`config.mk`:
```
export PLATFORM = sky130hd
export DESIGN_NAME = huf_queue
export DESIGN_NICKNAME = d
export VERILOG_FILES = /design/src/rtl/huf_pkg.sv /design/src/rtl/huf_queue.sv
export SDC_FILE = /design/constraint.sdc
export NUM_CORES = 1
export LEC_CHECK = 0
export ABC_CLOCK_PERIOD_IN_PS = 2020
export BUFFER_PORTS_ARGS = -buffer_cell sky130_fd_sc_hd__buf_2
export CAP_MARGIN = 10
export CORE_UTILIZATION = 42
export CTS_BUF_LIST = sky130_fd_sc_hd__clkbuf_2 sky130_fd_sc_hd__clkbuf_4 sky130_fd_sc_hd__clkbuf_8
export DETAILED_ROUTE_END_ITERATION = 12
export MAX_ROUTING_LAYER = met4
export PLACE_DENSITY = 0.63
export SLEW_MARGIN = 30
export SYNTH_ARGS = -nofsm -noshare
export SYNTH_HDL_FRONTEND = slang
export SYNTH_SLANG_ARGS = --single-unit
```
`constraint.sdc`:
```
create_clock -name clk -period 2.02 [get_ports clk]
set_input_delay 0.202 -clock clk [delete_from_list [all_inputs] [get_ports clk]]
set_output_delay 0.202 -clock clk [all_outputs]
set_load 0.02 [all_outputs]
```
`src/rtl/huf_pkg.sv`:
```
// shared types and constants for the table-driven huffman decoder
package huf_pkg;

  localparam int TABLE_ENTRIES    = 256;
  localparam int LOOKAHEAD_BITS   = 16;
  localparam int IDX_W            = $clog2(TABLE_ENTRIES);
  localparam int CODE_W           = 16;
  localparam int LEN_W            = 5;
  localparam int SYM_W            = 8;
  localparam int ENTRY_W          = CODE_W + LEN_W + SYM_W;
  localparam int BUF_W            = 32;
  localparam int CNT_W            = 6;
  localparam int DECODE_THRESHOLD = 24;
  localparam int MAX_RESULTS      = 8;
  localparam int NRES_W           = $clog2(MAX_RESULTS);
  localparam int QUEUE_DEPTH      = 4;
  localparam int QPTR_W           = $clog2(QUEUE_DEPTH);

  localparam logic [1:0] KIND_LOAD  = 2'd0;
  localparam logic [1:0] KIND_BYTE  = 2'd1;
  localparam logic [1:0] KIND_DRAIN = 2'd2;

  typedef enum logic [1:0] {
    OP_LOAD,
    OP_BYTE,
    OP_DRAIN
  } op_t;

  typedef struct packed {
    op_t              op;
    logic [IDX_W-1:0] idx;
    logic [CODE_W-1:0] code;
    logic [LEN_W-1:0]  len;
    logic [SYM_W-1:0]  sym;
    logic [7:0]        data;
  } cmd_t;

  typedef enum logic [2:0] {
    ST_IDLE,
    ST_PAD,
    ST_RD,
    ST_CMP,
    ST_FRD,
    ST_EMIT
  } state_t;

endpackage

```
`src/rtl/huf_queue.sv`:
```
// short command queue between front and back
module huf_queue import huf_pkg::*; (
  input  logic clk,
  input  logic rst,
  input  logic push,
  input  cmd_t push_cmd,
  output logic full,
  input  logic pop,
  output logic head_valid,
  output cmd_t head
);

  cmd_t              slots [QUEUE_DEPTH];
  logic [QPTR_W-1:0] wr_ptr;
  logic [QPTR_W-1:0] rd_ptr;
  logic [QPTR_W:0]   fill;

  assign full       = fill == (QPTR_W+1)'(QUEUE_DEPTH);
  assign head_valid = fill != '0;
  assign head       = slots[rd_ptr];

  always_ff @(posedge clk) begin
    if (push) begin
      slots[wr_ptr] <= push_cmd;
    end
  end

  always_ff @(posedge clk) begin
    if (rst) begin
      wr_ptr <= '0;
      rd_ptr <= '0;
      fill   <= '0;
    end else begin
      if (push) wr_ptr <= wr_ptr + 1'b1;
      if (pop)  rd_ptr <= rd_ptr + 1'b1;
      unique case ({push, pop})
        2'b10:   fill <= fill + 1'b1;
        2'b01:   fill <= fill - 1'b1;
        default: fill <= fill;
      endcase
    end
  end

endmodule

```
### Word level (Yosys, flattened, before mapping)

Memory sizes are Yosys's and may differ from the RTL's. A register that Yosys moved wholly into a read port is not among the register bits.
Cells that the tools add are included.
Widths: inputs -> output; s select.

| word-level totals | value |
|---|---|
| flip-flop bits (word level) | 7 |
| memory bits (writable) | 188 |
| input port bits | 51 |
| output and inout bits | 49 |
| logic and storage cells | 18 |
| memories | 1 |

Memories:

| memory | depth | bits a word | read ports | clocked after memory_dff | write ports | line | text |
|---|---|---|---|---|---|---|---|
| slots | 4 | 47 | 1 | 1 | 1 | huf_queue.sv:13 | `cmd_t slots [QUEUE_DEPTH];` |

| cells by class | value |
|---|---|
| add/subtract/negate cells | 4 |
| eq/ne operators | 3 |
| muxes and demuxes | 5 |
| reduce and logical (&&, ||, !) cells | 2 |

Operators by type and width:

| cell | count |
|---|---|
| $pmux 3 s2 | 1 |
| $add 2x1->2 const B | 2 |
| $mux 2 | 2 |
| $add 3x1->3 const B | 1 |
| $eq 3x3->1 const B | 1 |
| $reduce_bool 3->1 | 1 |
| $sub 3x1->3 const B | 1 |
| $eq 2x1->1 const B | 1 |
| $eq 2x2->1 const B | 1 |
| $mux 1 | 2 |
| $reduce_bool 2->1 | 1 |

### Depth between registers and ports, before layout

Gate-level depths: netlist (run 1).

| depth | value |
|---|---|
| depth after elaboration | 3 |
| depth in mapped cells | 6 |
| depth with buffers taken out | 6 |

### Least setup slack after synthesis (run 1)

Ideal clock, no wire load.

| timing | value |
|---|---|
| kind | register to register |
| start | register wr_ptr[0] |
| end | memory slots[2][0] (netlist bit) (enable) |
| library setup time | 409 ps |
| arrival | 1,667 ps |
| data required time | 1,611 ps |
| slack | -57 ps |
| stages on the path, launching flop included | 4 |
| buffers on the path | 0 |
| clock period less this slack | 2,077 ps |
| cells stage by stage | dfxtp_1 inv_1 ha_1 and2_1 |

RTL lines:

| item | line | text |
|---|---|---|
| start, declared | huf_queue.sv:14 | `logic [QPTR_W-1:0] wr_ptr;` |
| start signal, assigned | huf_queue.sv:34 | `if (push) wr_ptr <= wr_ptr + 1'b1;` |
| end, declared | huf_queue.sv:13 |  |

Straight into the memory's write port.

==> results.toml, run 1 <==
[power_and_ir_drop]
pwr-share-seq = 0.523
ir_worst_vdd_uv = 449.9
finalPower_mw = 9.046
power_density_nw_per_um2 = 963.0
p_leak_nw = 3.250
p_int_mw = 6.964
p_sw_mw = 2.082
p_clk_frac = 0.334
p_comb_frac = 0.143
swShare = 0.2302

[critical_path]
worstSetupStartpointType = "flop"
cp_max_fo = 7
critPathCapture = "head[6]"
end_kind = "primary output"
crit_type = "flop to primary output"
reg2reg_slack_ns = 0.50
cp_cell_sequence = "buf_6 -> buf_12 -> buf_16 -> mux4_2 -> buf_6"
reg2regPathDepth = 4
cp.buffers_inverters = 4
cp_top_family = "buffers and inverters"
reg2reg_from = "wr_ptr[0]"
cpMaxStageDelayCell = "mux4_2"
cp_data_required_time_ns = 1.82
cp.depth = 5
cp.arrival_ns = 1.86
crit_top_cell = "buf_6"
r2r-end = "slots[2][14]"
crit_path_max_incr_delay_ns = 0.51

[synth]
synth_top_area_frac = 0.7805
post_synth.cell_area_avg_sq_um = 25.12
syn_area_sq_um = 7233
ys_seq_elements = 197
ys_warn_count = 0
synth_top_cells_by_area = "edfxtp_1 (78%), mux4_2 (15%), dfxtp_1 (2.5%), ha_1 (0.86%), buf_12 (0.83%)"
ys_seq_area_frac = 0.8054
synthCells = 288
synth.distinct_cells = 21
yosys-top-cells-count = "edfxtp_1 (188), mux4_2 (47), dfxtp_1 (9), nor2_1 (7), ha_1 (5)"
synth_edf_count = 188
synth_async_sr_flop_share = 0
synth_flop_cell = "edfxtp_1"
yosys.area.top_type = "edfxtp_1"
syn_nets = 345
synth.most_common_cell = "edfxtp_1"

[finish]
area_delta_synth_final_pct = 29.87
nets = 523
fin_cells = 699
final_layout_size_suffix_gt1_frac = 0.4322
antenna_cells = 0
nFillCells = 1296
post-route-util = 0.5625
design_area_sq_um = 9394

[timing]
skew_ns = 0.01440
relSlewSlack = 0.7188
tightest_slew_ns = 0.4218
max_freq_mhz = 485.2
period_share = 1.020
fin_hold_ws_ns = 0.06066
setup_viol = 36
tns_ns = -0.9188
setup_ws_ns = -0.04101
period_minus_slack_ns = 2.061
drv_slew = 0
hold_violations = 0
rsz0062_at_grt = "true"

[clock_tree]
clk_latency_ns = 0.46
cts_sinks = 197
path_clk_slew_ns = 0.10
cts_tree = "done"
clk_path_buf_depth = 2
root_buffer = "clkbuf_8"
cts_buffers = 17
htreeDepth = 4

[global_routing]
gr-usage-met3 = 0.03501
grt.overflow.total = 0
grtUsageTotal = 0.1640
grt_pass1_wl_mm = 20.22
grt-busiest-layer = "met2"
grt_pass1_vias = 3647
use_met2 = 0.2475
grt_max_degree = 28
antenna_found_initial = 0
groute.layer.met1.usage = 0.2200

[route]
routedWlPerCell_um = 18.99
vias_per_cell = 4.927
drc = 0
num_vias = 3444
drt-initial-drc-count = 265
drt_first_pass_iters = 4
ant_nets = 0
drt_wl_total_mm = 13.27

[placed_design]
placed_cell_area_sq_um = 8023
gp_congestion = 0.6554
pre_cts_slack_ns = 0.2865
place_inst = 608
port-buffer-count = 99
hpwlAfterDp_mm = 7.373

[hold_path]
min-delay-start = "pop"
whs_path_depth = 3
hp-class = "primary input to flop"

[floorplan]
io_pins = 100
coreArea_sq_um = 16700
die_area_sq_um = 17750
die_h_um = 133.2
start_util = 0.4331
rows = 47
die_x_um = 133.2

[job]
max_cap_viol_count = 0

[run_status]
status = "finished with violations"
violations = "setup timing"
-- placed cells by master (no fill, tap or decap) --
cell type	instances
edfxtp_1	188
buf_2	72
dlygate4sd3_1	48
mux4_2	47
buf_6	27
clkbuf_8	17
buf_4	14
nor2_1	7
dfxtp_1	7
bufinv_16	6
buf_16	6
ha_1	5
and2_2	4
inv_6	4
inv_1	3
xnor2_1	3
or3_1	2
xor2_1	2
mux2i_1	2
clkinv_4	2
buf_12	2
nor3b_1	1
nand2_1	1
o21ai_0	1
a21oi_1	1
fa_1	1
dfxtp_4	1
dfxtp_2	1
clkinv_8	1
inv_8	1
clkinvlp_4	1
clkbuf_16	1
-- routing by layer --
layer | vias up | share of wire
met3 | 12 | 0.032
met2 | 73 | 0.48
met5 | - | 0
li1 | 1570 | -
met4 | 0 | 0.014
met1 | 1789 | 0.48
-- timing repair --
action,CTS,global route
cloned,5,1
endpoints found under the setup margin,28,47
resized for setup,53,7
endpoints found under the hold margin,195,0
setup buffers,5,0
hold buffers,48,0
-- final cells by class --
class                      count  area (sq um)  area share
tap                          220         275.3     0.02930
timing repair buffer         170          1480      0.1576
multi-input combinational     77          1295      0.1379
sequential                   197          5831      0.6207
clock inverter                15         267.8     0.02850
clock buffer                  17         234.0     0.02491
inverter                       3         11.26    0.001199
-- power groups by stage --
stage	registers (mW)	clock network [mW]	logic, mW
after floorplan	4.81	0	0.671
after global placement	4.81	0	0.993
after detailed placement	4.83	0	1.01
after CTS	4.73	3.10	1.29
after global routing	4.75	3.23	1.38
final	4.73	3.02	1.29
-- kinds of logic (layout without fill, tap and decap cells) --
kind of cell    after synthesis  after routing  synth area share
compound gates                2              2          0.001383
xor+xnor                      5              5          0.006055
fa+ha+maj                     6              6           0.01142
buf+inv                      14            205           0.01626
flops                       197            197            0.8054
mux                          49             49            0.1491
simple gates                 15             15           0.01038
-- worst min-delay path, stage by stage --
cell	delay [ns]
buf_2	0.12
xnor2_1	0.09
nor2_1	0.08
-- registers in the layout, summed over array words and instances, names as in the netlist, named ones only --
register / flops
wr_ptr: 2
fill: 3
rd_ptr: 2
slots: 188
-- worst min path at each step --
stage                               to  slack (ns)
after floorplan            slots[0][0]        0.30
after global placement    slots[1][43]        0.41
after detailed placement   slots[0][2]        0.42
after CTS                         flop        0.03
after global routing         rd_ptr[0]        0.08
final                             flop        0.06
No activity file was read; power rests on OpenSTA's default activity.
==> run 2, diff against run 1 <==
--- a/config.mk
+++ b/config.mk
@@ -5,7 +5,7 @@
 export SDC_FILE = /design/constraint.sdc
 export NUM_CORES = 1
 export LEC_CHECK = 0
-export ABC_CLOCK_PERIOD_IN_PS = 2020
+export ABC_CLOCK_PERIOD_IN_PS = 1700
 export BUFFER_PORTS_ARGS = -buffer_cell sky130_fd_sc_hd__buf_2
 export CAP_MARGIN = 10
 export CORE_UTILIZATION = 42
==> constraint.sdc (replaced) <==
create_clock -name clk -period 1.7 [get_ports clk]
set_input_delay 0.17 -clock clk [delete_from_list [all_inputs] [get_ports clk]]
set_output_delay 0.17 -clock clk [all_outputs]
set_load 0.02 [all_outputs]
==> results.toml, run 2 (same netlist as run 1, synthesis figures left out) <==
[run_status]
status = "finished with violations"
violations = "setup timing"

[timing]
setup_viol = 47
tns_ns = -13.25
period_minus_slack_ns = 2.031
skew_ns = 0.009820
tightest_slew_ns = 0.3852
setup_ws_ns = -0.3313
period_share = 1.195
drv_slew = 0
max_freq_mhz = 492.3
rsz0062_at_grt = "true"
relSlewSlack = 0.7432
hold_violations = 0

[critical_path]
crit_type = "flop to primary output"
cp_data_required_time_ns = 1.53
cp_max_fo = 14
worstSetupStartpointType = "flop"
cp.arrival_ns = 1.86
reg2reg_from = "fill[0]"
end_kind = "primary output"

[power_and_ir_drop]
ir_worst_vdd_uv = 485.4
swShare = 0.2497
power_density_nw_per_um2 = 1085
finalPower_mw = 9.864
pwr-share-seq = 0.571
p_comb_frac = 0.139
p_int_mw = 7.401
p_clk_frac = 0.290
p_leak_nw = 3.109
p_sw_mw = 2.463

[route]
num_vias = 3415
ant_nets = 0
routedWlPerCell_um = 19.08
drc = 0
drt_wl_total_mm = 13.22
drt_first_pass_iters = 4
drt-initial-drc-count = 273
vias_per_cell = 4.928

[finish]
mostFrequentLayoutCell = "edfxtp_1"
post-route-util = 0.5444
largest_register_ffs = 188
final_cell_mix = "edfxtp_1 (188), buf_2 (90), dlygate4sd3_1 (50)"
antenna_cells = 0
final_layout_size_suffix_gt1_frac = 0.4207
largest-register = "slots"
nets = 517
nFillCells = 1324
area_delta_synth_final_pct = 25.70
reg_top3 = "slots: 188 flops, fill: 3 flops"

[global_routing]
gr-usage-met3 = 0.03995
use_met2 = 0.2528
grt-busiest-layer = "met2"
grt_pass1_wl_mm = 19.82
groute.layer.met1.usage = 0.1997
antenna_found_initial = 0
grt_pass1_vias = 3695
grtUsageTotal = 0.1607
grt_max_degree = 48
grt.overflow.total = 0

[placed_design]
pre_cts_slack_ns = 0.1190
port-buffer-count = 99
hpwlAfterDp_mm = 7.279
gp_congestion = 0.6625

[floorplan]
die_h_um = 133.2
io_pins = 100
start_util = 0.4331
die_x_um = 133.2
coreArea_sq_um = 16700
rows = 47
die_area_sq_um = 17750

[clock_tree]
cts_sinks = 197
htreeDepth = 4
cts_tree = "done"
clk_path_buf_depth = 2
root_buffer = "clkbuf_8"
cts_buffers = 17
path_clk_slew_ns = 0.10
clk_latency_ns = 0.47

[job]
max_cap_viol_count = 0

[hold_path]
hp-class = "primary input to flop"
min-delay-start = "push"
run 2: cell types whose count changed in the layout (fill, tap and decap cells not counted), sizes merged:
cell	previous run	this run
buf	121	112
bufinv	6	1
dlygate4sd3	48	50
clkinv	3	7
clkinvlp	1	2
clkbuf	18	19
run 2: what timing repair did:
| action | CTS | global route |
|---|---|---|
| endpoints found under the hold margin | 197 | 0 |
| pin swaps | 0 | 0 |
| resized for setup | 5 | 14 |
| hold buffers | 50 | 0 |
| setup endpoints to repair | 47 | 47 |
| gates cloned | 0 | 3 |
| buffers inserted | 0 | 0 |
run 2: stage by stage:
stage                     cells  instance area [sq um]  hold slack, ns
after floorplan             288                   7238          0.2689
after global placement      608                   8085          0.3801
after detailed placement    608                   8085          0.3872
after CTS                   690                   8987         0.05641
after global routing        693                   9092         0.08502
final                       693                   9092         0.09447
run 2: cell type report:
type / count / area [sq um] / share of cell area
flip-flops and latches: 197 / 5831 / 0.6413
repair buffers: 164 / 1299 / 0.1428
multi-input cells: 77 / 1295 / 0.1424
well taps: 220 / 275.3 / 0.03027
clock buffers: 17 / 234.0 / 0.02573
clock inverters: 15 / 147.6 / 0.01624
inverters: 3 / 11.26 / 0.001238
run 2: worst paths after layout:
| path | end | slack (ns) | cells after the start |
|---|---|---|---|
| min | wr_ptr[1] | 0.09 | 4 |
| max | head[46] | -0.33 | 3 |
| max reg2reg | fill[2] | 0.21 | 4 |
| min reg2reg | flop | 0.53 | 2 |
run 2: power groups by stage:
stage | registers (mW) | clock network, mW | logic (mW)
finish | 5.63 | 2.86 | 1.37
global route | 5.65 | 3.14 | 1.47
CTS | 5.63 | 2.95 | 1.33
detailed placement | 5.74 | 0 | 1.21
global placement | 5.72 | 0 | 1.20
floorplan | 5.72 | 0 | 0.798
run 2: metal layers:
metal / share of wire / vias up
met5: 0 / -
met4: 0.015 / 0
met3: 0.038 / 17
met2: 0.50 / 75
met1: 0.44 / 1766
li1: - / 1557
run 2: critical path, stage by stage, from the launching register on:
cell and delay, ns:
dfxtp_4 0.46, buf_16 0.19, mux4_2 0.54, buf_2 0.18
